===== config.mk =====
export PLATFORM = sky130hd
export DESIGN_NAME = first_fit_resource_map_top
export DESIGN_NICKNAME = d
export VERILOG_FILES = /design/src/rtl/core/ffrm_pkg.sv /design/src/rtl/core/ffrm_alu.sv /design/src/rtl/core/ffrm_table.sv /design/src/rtl/core/first_fit_resource_map_top.sv
export SDC_FILE = /design/constraint.sdc
export NUM_CORES = 2
export LEC_CHECK = 0
export ABC_AREA = 1
export BUFFER_PORTS_ARGS = -buffer_cell sky130_fd_sc_hd__buf_2
export CORE_MARGIN = 1.5
export CORE_UTILIZATION = 57
export CTS_CLUSTER_DIAMETER = 200
export DETAILED_ROUTE_END_ITERATION = 8
export GPL_ROUTABILITY_DRIVEN = 0
export MAX_ROUTING_LAYER = met4
export PLACE_DENSITY_LB_ADDON = 0.25
export SETUP_SLACK_MARGIN = 0.05
export SLEW_MARGIN = 20
export SYNTH_ARGS = -nofsm -noshare
export SYNTH_HDL_FRONTEND = slang
export SYNTH_SLANG_ARGS = --single-unit

===== constraint.sdc =====
create_clock -name i_clk -period 7 [get_ports i_clk]
set_clock_uncertainty 0.05 [all_clocks]
set_input_delay 1.05 -clock i_clk [delete_from_list [all_inputs] [get_ports i_clk]]
set_output_delay 1.05 -clock i_clk [all_outputs]
set_load 0.03 [all_outputs]

===== src/rtl/core/ffrm_pkg.sv =====
package ffrm_pkg;

    localparam int MAP_ENTRIES_DEF = 32;
    localparam int ADDR_BITS_DEF   = 16;
    localparam int LEN_BITS        = 16;
    localparam logic [LEN_BITS-1:0] LEN_MAX = '1;

    // request modes
    localparam logic MODE_ALLOC = 1'b0;
    localparam logic MODE_FREE  = 1'b1;

    // result status codes
    localparam logic [1:0] ST_OK         = 2'd0;
    localparam logic [1:0] ST_NO_SPACE   = 2'd1;
    localparam logic [1:0] ST_TABLE_FULL = 2'd2;

    // shared unit operations
    localparam logic ALU_ADD = 1'b0;
    localparam logic ALU_SUB = 1'b1;

    typedef struct packed {
        logic        mode;
        logic [15:0] req_size;
        logic [15:0] req_addr;
    } t_in_item;

    typedef struct packed {
        logic [15:0] base_addr;
        logic [1:0]  status;
    } t_out_item;

    typedef struct packed {
        logic ge;   // a >= b on subtract
        logic eq;   // result equals compare operand
    } t_alu_flags;

endpackage


===== src/rtl/core/ffrm_alu.sv =====
module ffrm_alu #(
    parameter int AW = 16
) (
    input  logic          i_op,
    input  logic [AW-1:0] i_a,
    input  logic [AW-1:0] i_b,
    input  logic [AW-1:0] i_c,
    output logic [AW:0]   o_res,
    output ffrm_pkg::t_alu_flags o_flags
);
    import ffrm_pkg::*;

    always_comb begin
        if (i_op == ALU_SUB) begin
            o_res = {1'b0, i_a} - {1'b0, i_b};
        end else begin
            o_res = {1'b0, i_a} + {1'b0, i_b};
        end
        o_flags.ge = ~o_res[AW];
        o_flags.eq = (o_res == {1'b0, i_c});
    end

endmodule


===== src/rtl/core/ffrm_table.sv =====
module ffrm_table #(
    parameter int ENTRIES   = 32,
    parameter int ADDR_BITS = 16,
    parameter int LEN_BITS  = 16,
    localparam int IW       = $clog2(ENTRIES)
) (
    input  logic                 i_clk,
    input  logic                 i_rd_en,
    input  logic [IW-1:0]        i_rd_addr,
    output logic [ADDR_BITS-1:0] o_rd_base,
    output logic [LEN_BITS-1:0]  o_rd_len,
    input  logic                 i_wr_en,
    input  logic [IW-1:0]        i_wr_addr,
    input  logic [ADDR_BITS-1:0] i_wr_base,
    input  logic [LEN_BITS-1:0]  i_wr_len
);
    logic [ADDR_BITS+LEN_BITS-1:0] mem [ENTRIES];
    logic [ADDR_BITS+LEN_BITS-1:0] r_rd_data;

    always_ff @(posedge i_clk) begin
        if (i_wr_en) begin
            mem[i_wr_addr] <= {i_wr_base, i_wr_len};
        end
    end

    always_ff @(posedge i_clk) begin
        if (i_rd_en) begin
            r_rd_data <= mem[i_rd_addr];
        end
    end

    assign o_rd_base = r_rd_data[ADDR_BITS+LEN_BITS-1:LEN_BITS];
    assign o_rd_len  = r_rd_data[LEN_BITS-1:0];

endmodule


===== src/rtl/core/first_fit_resource_map_top.sv =====
// Channel   Direction  Handshake                   Payload
// request   in         i_in_valid / o_in_ready     i_in_data  (mode, req_size, req_addr)
// result    out        o_out_valid / i_out_ready   o_out_data (base_addr, status)
//
// One request at a time; o_in_ready is high only while the sequencer is idle.
// Allocate scans up to the first hit at entry i and removes it by a shift of
// count - i entries when it is used up; free scans up to pos, then shifts the
// entries from pos upward when it inserts or bridges. Time is set by the single table port
// and the one shared add/compare unit that the scan and merge steps go through.
// Synchronous active-low reset empties the map at once; no clearing pass.
// A finished result waits in the output register; a new request may be taken
// while it waits, and only the next completion stalls on it.
module first_fit_resource_map_top #(
    parameter int MAP_ENTRIES = ffrm_pkg::MAP_ENTRIES_DEF,
    parameter int ADDR_BITS   = ffrm_pkg::ADDR_BITS_DEF
) (
    input  logic                i_clk,
    input  logic                i_rst_n,
    input  logic                i_in_valid,
    output logic                o_in_ready,
    input  ffrm_pkg::t_in_item  i_in_data,
    output logic                o_out_valid,
    input  logic                i_out_ready,
    output ffrm_pkg::t_out_item o_out_data
);
    import ffrm_pkg::*;

    localparam int IW = $clog2(MAP_ENTRIES);
    localparam int CW = $clog2(MAP_ENTRIES + 1);
    localparam int AW = (ADDR_BITS > LEN_BITS) ? ADDR_BITS : LEN_BITS;

    // sequencer states
    localparam logic [3:0] S_IDLE    = 4'd0;
    localparam logic [3:0] S_SCAN    = 4'd1;
    localparam logic [3:0] S_AUPD    = 4'd2;
    localparam logic [3:0] S_FPREV   = 4'd3;
    localparam logic [3:0] S_FNEXT   = 4'd4;
    localparam logic [3:0] S_FMRG1   = 4'd5;
    localparam logic [3:0] S_FMRG2   = 4'd6;
    localparam logic [3:0] S_SDSTART = 4'd7;
    localparam logic [3:0] S_SDMOVE  = 4'd8;
    localparam logic [3:0] S_SUSTART = 4'd9;
    localparam logic [3:0] S_SUMOVE  = 4'd10;
    localparam logic [3:0] S_SUINS   = 4'd11;
    localparam logic [3:0] S_DONE    = 4'd12;

    logic [3:0]           r_state, n_state;
    logic                 r_mode, n_mode;
    logic [LEN_BITS-1:0]  r_size, n_size;
    logic [ADDR_BITS-1:0] r_addr, n_addr;
    logic [CW-1:0]        r_idx, n_idx;
    logic [CW-1:0]        r_pos, n_pos;
    logic [CW-1:0]        r_count, n_count;
    logic [ADDR_BITS-1:0] r_prev_base, n_prev_base;
    logic [LEN_BITS-1:0]  r_prev_len, n_prev_len;
    logic                 r_have_prev, n_have_prev;
    logic [ADDR_BITS-1:0] r_nxt_base, n_nxt_base;
    logic [LEN_BITS-1:0]  r_nxt_len, n_nxt_len;
    logic                 r_has_nxt, n_has_nxt;
    logic [LEN_BITS-1:0]  r_rem, n_rem;
    logic [LEN_BITS-1:0]  r_acc, n_acc;
    logic                 r_mprev, n_mprev;
    logic                 r_mnext, n_mnext;
    logic [15:0]          r_res_base, n_res_base;
    logic [1:0]           r_res_status, n_res_status;
    logic                 r_out_valid, n_out_valid;
    t_out_item            r_out, n_out;

    // table port
    logic                 rd_en;
    logic [IW-1:0]        rd_addr;
    logic [ADDR_BITS-1:0] rd_base;
    logic [LEN_BITS-1:0]  rd_len;
    logic                 wr_en;
    logic [IW-1:0]        wr_addr;
    logic [ADDR_BITS-1:0] wr_base;
    logic [LEN_BITS-1:0]  wr_len;

    // shared unit
    logic                 alu_op;
    logic [AW-1:0]        alu_a, alu_b, alu_c;
    logic [AW:0]          alu_res;
    t_alu_flags           alu_flags;
    logic [LEN_BITS-1:0]  alu_sat;

    // counter helpers, one bit wider so that count + 1 cannot wrap
    logic [CW:0]          idx_p1, idx_p2, idx_m1, idx_m2, count_w;

    ffrm_table #(
        .ENTRIES   (MAP_ENTRIES),
        .ADDR_BITS (ADDR_BITS),
        .LEN_BITS  (LEN_BITS)
    ) u_table (
        .i_clk     (i_clk),
        .i_rd_en   (rd_en),
        .i_rd_addr (rd_addr),
        .o_rd_base (rd_base),
        .o_rd_len  (rd_len),
        .i_wr_en   (wr_en),
        .i_wr_addr (wr_addr),
        .i_wr_base (wr_base),
        .i_wr_len  (wr_len)
    );

    ffrm_alu #(
        .AW (AW)
    ) u_alu (
        .i_op    (alu_op),
        .i_a     (alu_a),
        .i_b     (alu_b),
        .i_c     (alu_c),
        .o_res   (alu_res),
        .o_flags (alu_flags)
    );

    // Clamp a merged length at the largest extent size.
    assign alu_sat = (|alu_res[AW:LEN_BITS]) ? LEN_MAX : alu_res[LEN_BITS-1:0];

    assign idx_p1  = {1'b0, r_idx} + (CW+1)'(1);
    assign idx_p2  = {1'b0, r_idx} + (CW+1)'(2);
    assign idx_m1  = {1'b0, r_idx} - (CW+1)'(1);
    assign idx_m2  = {1'b0, r_idx} - (CW+1)'(2);
    assign count_w = {1'b0, r_count};

    assign o_in_ready  = (r_state == S_IDLE);
    assign o_out_valid = r_out_valid;
    assign o_out_data  = r_out;

    always_comb begin
        n_state      = r_state;
        n_mode       = r_mode;
        n_size       = r_size;
        n_addr       = r_addr;
        n_idx        = r_idx;
        n_pos        = r_pos;
        n_count      = r_count;
        n_prev_base  = r_prev_base;
        n_prev_len   = r_prev_len;
        n_have_prev  = r_have_prev;
        n_nxt_base   = r_nxt_base;
        n_nxt_len    = r_nxt_len;
        n_has_nxt    = r_has_nxt;
        n_rem        = r_rem;
        n_acc        = r_acc;
        n_mprev      = r_mprev;
        n_mnext      = r_mnext;
        n_res_base   = r_res_base;
        n_res_status = r_res_status;
        n_out        = r_out;
        n_out_valid  = r_out_valid && !i_out_ready;

        rd_en   = 1'b0;
        rd_addr = '0;
        wr_en   = 1'b0;
        wr_addr = '0;
        wr_base = '0;
        wr_len  = '0;
        alu_op  = ALU_ADD;
        alu_a   = '0;
        alu_b   = '0;
        alu_c   = '0;

        unique case (r_state)
            S_IDLE: begin
                if (i_in_valid) begin
                    // Latch the request and start reading entry 0.
                    n_mode       = i_in_data.mode;
                    n_size       = i_in_data.req_size;
                    n_addr       = ADDR_BITS'(i_in_data.req_addr);
                    n_idx        = '0;
                    n_have_prev  = 1'b0;
                    n_has_nxt    = 1'b0;
                    n_res_base   = '0;
                    n_res_status = ST_OK;
                    rd_en        = 1'b1;
                    rd_addr      = '0;
                    n_state      = S_SCAN;
                end
            end

            S_SCAN: begin
                // Read data holds the entry at r_idx.
                if (r_idx == r_count) begin
                    if (r_mode == MODE_ALLOC) begin
                        n_res_status = ST_NO_SPACE;
                        n_state      = S_DONE;
                    end else begin
                        n_pos   = r_idx;
                        n_state = S_FPREV;
                    end
                end else if (r_mode == MODE_ALLOC) begin
                    alu_op = ALU_SUB;
                    alu_a  = AW'(rd_len);
                    alu_b  = AW'(r_size);
                    if (alu_flags.ge) begin
                        n_nxt_base = rd_base;
                        n_rem      = alu_res[LEN_BITS-1:0];
                        n_res_base = 16'(rd_base);
                        n_state    = S_AUPD;
                    end else begin
                        n_idx   = idx_p1[CW-1:0];
                        rd_en   = (idx_p1 < count_w);
                        rd_addr = idx_p1[IW-1:0];
                    end
                end else begin
                    alu_op = ALU_SUB;
                    alu_a  = AW'(r_addr);
                    alu_b  = AW'(rd_base);
                    if (alu_flags.ge) begin
                        n_prev_base = rd_base;
                        n_prev_len  = rd_len;
                        n_have_prev = 1'b1;
                        n_idx       = idx_p1[CW-1:0];
                        rd_en       = (idx_p1 < count_w);
                        rd_addr     = idx_p1[IW-1:0];
                    end else begin
                        n_pos      = r_idx;
                        n_nxt_base = rd_base;
                        n_nxt_len  = rd_len;
                        n_has_nxt  = 1'b1;
                        n_state    = S_FPREV;
                    end
                end
            end

            S_AUPD: begin
                if (r_rem == '0) begin
                    n_state = S_SDSTART;
                end else begin
                    // Advance the base with wrap and keep the remainder.
                    alu_a   = AW'(r_nxt_base);
                    alu_b   = AW'(r_size);
                    wr_en   = 1'b1;
                    wr_addr = r_idx[IW-1:0];
                    wr_base = alu_res[ADDR_BITS-1:0];
                    wr_len  = r_rem;
                    n_state = S_DONE;
                end
            end

            S_FPREV: begin
                alu_a   = AW'(r_prev_base);
                alu_b   = AW'(r_prev_len);
                alu_c   = AW'(r_addr);
                n_mprev = r_have_prev && alu_flags.eq;
                n_state = S_FNEXT;
            end

            S_FNEXT: begin
                alu_a   = AW'(r_addr);
                alu_b   = AW'(r_size);
                alu_c   = AW'(r_nxt_base);
                n_mnext = r_has_nxt && alu_flags.eq;
                n_state = S_FMRG1;
            end

            S_FMRG1: begin
                if (r_mprev) begin
                    alu_a   = AW'(r_prev_len);
                    alu_b   = AW'(r_size);
                    n_acc   = alu_sat;
                    n_state = S_FMRG2;
                end else if (r_mnext) begin
                    // Grow the next extent downward.
                    alu_a   = AW'(r_nxt_len);
                    alu_b   = AW'(r_size);
                    wr_en   = 1'b1;
                    wr_addr = r_pos[IW-1:0];
                    wr_base = r_addr;
                    wr_len  = alu_sat;
                    n_state = S_DONE;
                end else if (r_size == '0) begin
                    n_state = S_DONE;
                end else if (r_count == CW'(MAP_ENTRIES)) begin
                    n_res_status = ST_TABLE_FULL;
                    n_state      = S_DONE;
                end else begin
                    n_idx   = r_count;
                    n_state = S_SUSTART;
                end
            end

            S_FMRG2: begin
                wr_en   = 1'b1;
                wr_addr = r_pos[IW-1:0] - IW'(1);
                wr_base = r_prev_base;
                if (r_mnext) begin
                    // Bridge both neighbors, then drop the upper one.
                    alu_a   = AW'(r_acc);
                    alu_b   = AW'(r_nxt_len);
                    wr_len  = alu_sat;
                    n_idx   = r_pos;
                    n_state = S_SDSTART;
                end else begin
                    wr_len  = r_acc;
                    n_state = S_DONE;
                end
            end

            S_SDSTART: begin
                if (idx_p1 >= count_w) begin
                    n_count = r_count - CW'(1);
                    n_state = S_DONE;
                end else begin
                    rd_en   = 1'b1;
                    rd_addr = idx_p1[IW-1:0];
                    n_state = S_SDMOVE;
                end
            end

            S_SDMOVE: begin
                // Move entry r_idx + 1 down to r_idx.
                wr_en   = 1'b1;
                wr_addr = r_idx[IW-1:0];
                wr_base = rd_base;
                wr_len  = rd_len;
                n_idx   = idx_p1[CW-1:0];
                if (idx_p2 < count_w) begin
                    rd_en   = 1'b1;
                    rd_addr = idx_p2[IW-1:0];
                end else begin
                    n_count = r_count - CW'(1);
                    n_state = S_DONE;
                end
            end

            S_SUSTART: begin
                if (r_idx == r_pos) begin
                    n_state = S_SUINS;
                end else begin
                    rd_en   = 1'b1;
                    rd_addr = idx_m1[IW-1:0];
                    n_state = S_SUMOVE;
                end
            end

            S_SUMOVE: begin
                // Move entry r_idx - 1 up to r_idx.
                wr_en   = 1'b1;
                wr_addr = r_idx[IW-1:0];
                wr_base = rd_base;
                wr_len  = rd_len;
                n_idx   = idx_m1[CW-1:0];
                if (idx_m1[CW-1:0] != r_pos) begin
                    rd_en   = 1'b1;
                    rd_addr = idx_m2[IW-1:0];
                end else begin
                    n_state = S_SUINS;
                end
            end

            S_SUINS: begin
                wr_en   = 1'b1;
                wr_addr = r_pos[IW-1:0];
                wr_base = r_addr;
                wr_len  = r_size;
                n_count = r_count + CW'(1);
                n_state = S_DONE;
            end

            S_DONE: begin
                // Hold until the output register is free.
                if (!r_out_valid || i_out_ready) begin
                    n_out.base_addr = r_res_base;
                    n_out.status    = r_res_status;
                    n_out_valid     = 1'b1;
                    n_state         = S_IDLE;
                end
            end

            default: begin
                n_state = S_IDLE;
            end
        endcase
    end

    always_ff @(posedge i_clk) begin
        if (!i_rst_n) begin
            r_state     <= S_IDLE;
            r_count     <= '0;
            r_out_valid <= 1'b0;
        end else begin
            r_state     <= n_state;
            r_count     <= n_count;
            r_out_valid <= n_out_valid;
        end
    end

    always_ff @(posedge i_clk) begin
        r_mode       <= n_mode;
        r_size       <= n_size;
        r_addr       <= n_addr;
        r_idx        <= n_idx;
        r_pos        <= n_pos;
        r_prev_base  <= n_prev_base;
        r_prev_len   <= n_prev_len;
        r_have_prev  <= n_have_prev;
        r_nxt_base   <= n_nxt_base;
        r_nxt_len    <= n_nxt_len;
        r_has_nxt    <= n_has_nxt;
        r_rem        <= n_rem;
        r_acc        <= n_acc;
        r_mprev      <= n_mprev;
        r_mnext      <= n_mnext;
        r_res_base   <= n_res_base;
        r_res_status <= n_res_status;
        r_out        <= n_out;
    end

endmodule


==> run_results.csv <==
group,metric,value,unit
critical_path,slowest_delay,560,ps
sta,final_max_slew_viol_count,0,
clock_tree,cts.sinks,1248,
clock_tree,holdBufCountCts,0,
floorplan,die_y,324,µm
detailed_routing,drc,0,
yosys,synthDistinctLibCells,53,
clock_tree,cts_buffers,132,
floorplan,initial_utilization,57.6,%
clock_tree,cts-htree-levels,4,
clock_tree,clock-root-buffer,"clkbuf_16",
outcome,outcome,"finished clean",
critical_path,critPathMaxFanout,33,
global_routing,grt_pass1_wl,255000,µm
sta,setup_tns,0,ps
critical_path,cp_slowest_cell,"o311ai_1",
placement,portBuffers,56,
critical_path,worstPathArrival,7000,ps
critical_path,critPathBufInv,7,
detailed_routing,postRouteAntennaNets,0,
sta,period_needed,6530,ps
layout,drive_above_1_share,9.32,%
critical_path,cpMostUsedCell,"inv_1",
detailed_routing,wire_per_inst,24.3,µm
detailed_routing,dr.pass1.iters,7,
sta,relSlewSlack,19.4,%
yosys,postSynthAreaPerCell,10.4,µm²
detailed_routing,wl,175000,µm
global_routing,grt_max_degree,139,
sta,rsz0062_at_grt,"no",
job,drv_cap,0,
yosys,syn-num-nets,5740,
detailed_routing,drt_iter0_drc,6596,
critical_path,critPathKind,"flip-flop to flip-flop",
placement,dp_hpwl,98100,µm
critical_path,crit_start,"r_idx[1]",
yosys,synthArstFlopShare,0,%
critical_path,start_kind,"flip-flop",
floorplan,coreArea,102000,µm²
yosys,syn_inst,5662,
yosys,seq_area_frac_synth,63.6,%
floorplan,fp.dieW,324,µm
clock_tree,cts_tree,"built",
sta,hold_viol_final,0,
critical_path,required,7470,ps
detailed_routing,drt-vias-per-instance,6.08,
sta,period_share,93.3,%
global_routing,gr-total-overflow,0,
sta,worst_pin_slew,1210,ps
global_routing,grt.total_usage,33.9,%
detailed_routing,vias,43726,
layout,nFillCells,7739,
clock_tree,clk_pin_slew,60,ps
layout,nets,5800,
min_path,min_from,"r_res_base[7]",
critical_path,r2r-start,"r_idx[1]",
sta,max_freq,0.153,GHz
critical_path,endpoint_kind,"flip-flop",
clock_tree,cts_buffer_depth,3,
layout,area_growth,11.9,%
yosys,syn_area,58800,µm²
sta,whs,368,ps
global_routing,grt_pass1_vias,40884,
floorplan,die_area,105000,µm²
critical_path,cp_top_family,"compound AO/OA/AOI/OAI gates",
min_path,hold_path.class,"flip-flop to flip-flop",
yosys,synth_seq_cells,1248,
yosys,synth_edf_count,1237,
yosys,synth_flop_cell,"edfxtp_1",
yosys,yosysWarnings,0,
floorplan,pin_count,57,
floorplan,rows,117,
clock_tree,worst_skew_pair.late_latency,760,ps
sta,finalSetupViolCount,0,
global_routing,antenna_found_initial,0,
==> final timing paths <==
path / to / slack (ps) / cells after the start
max: u_table.mem[7][15] / 470 / 29
min: o_out_data[9] / 370 / 0
max reg2reg: u_table.mem[7][15] / 470 / 29
min reg2reg: o_out_data[9] / 370 / 0
==> registers in the layout (all words and copies together) (netlist names), 4 cells and up <==
register / cells
o_out_data: 18
r_count: 6
r_acc: 16
r_state: 4
r_nxt_base: 16
r_prev_base: 16
r_prev_len: 16
r_size: 16
u_table.mem: 1024
r_pos: 6
r_idx: 6
r_res_base: 16
r_addr: 16
r_rem: 16
r_nxt_len: 16
u_table.r_rd_data: 32
==> cells in the final DEF, fill, tap and decap left out, drive strengths merged, types with 17 or more instances in the layout <==
master   synthesis  final
edfxtp        1237   1237
nand3         1223   1223
nand2         1006   1007
inv            950    949
nand3b         292    292
buf            229    249
clkbuf         100    168
nor2           165    165
o21ai          101    101
a21oi           72     72
clkinv           3     61
xor2            39     39
ha              39     39
o22ai           28     28
o211ai          22     22
o2111ai         22     22
xnor2           17     17
==> final cells by class <==
cell class	instances	area [µm²]	area share, %
Sequential cell	1248	37400	56.8
Multi-Input combinational cell	3133	16500	25.1
Inverter	953	3600	5.48
Clock buffer	164	3530	5.36
Timing Repair Buffer	253	2440	3.70
Tap cell	1368	1710	2.60
Clock inverter	66	623	0.947
Timing Repair inverter	1	11.3	0.0171
Antenna cell	1	2.50	0.00380
==> metal layers <==
metal,track usage (%),vias to the layer above,routed length (µm)
met1,44.2,20795,64400
li1,-,19371,-
met4,16.6,0,9120
met2,50.6,2969,79100
met5,-,-,0
met3,7.22,591,22300
==> metrics by stage <==
stage          utilization [%]  worst slack [ps]  std cells  instance area (µm²)
6_report                  64.5               466       7187                65800
5_1_grt                   64.5              86.4       7186                65800
4_1_cts                   64.2               213       7170                65500
3_5_place_dp              60.1               286       6940                61300
3_3_place_gp              60.1               391       6940                61300
2_1_floorplan                -               505       5662                58800
==> cell usage after synthesis, drive strengths merged, types with 4 or more instances <==
library cell | count | area [µm²]
o22ai | 28 | 175
o2111ai | 22 | 193
a221oi | 14 | 123
inv | 950 | 3570
nor3 | 12 | 60.1
o221ai | 11 | 96.3
or2 | 9 | 56.3
xnor2 | 17 | 149
clkbuf | 100 | 375
xor2 | 39 | 342
nand3b | 292 | 2190
ha | 39 | 488
nand4 | 11 | 68.8
nand3 | 1223 | 6180
a22oi | 4 | 30.0
dfxtp | 11 | 220
nand2 | 1006 | 3800
o21ai | 101 | 509
nor4 | 13 | 81.3
a21oi | 72 | 360
buf | 229 | 1470
nor2 | 165 | 639
edfxtp | 1237 | 37100
o211ai | 22 | 165
a211oi | 4 | 30.0
==> repair_timing <==
item                                    4_1_cts  5_1_grt
gates resized for setup                       0       16
buffers inserted                              0       10
endpoints found under the hold margin         0        0
endpoints found under the setup margin        0      129
==> cell families (layout without fill, tap and decap cells) <==
logic type               after synthesis  after routing  share of synthesized area (%)
other                                  0              1                              0
AO/OA/AOI/OAI                        304            304                           3.22
AND/OR/NAND/NOR                     2731           2732                           22.2
flip-flops                          1248           1248                           63.6
adder cells (fa/ha/maj)               41             41                          0.898
buffers and inverters               1282           1437                           9.23
XOR/XNOR                              56             56                          0.834
Power is left out: the tool's default activity adds up to more than one toggle a clock period on the data nets, which glitch-free logic cannot reach.
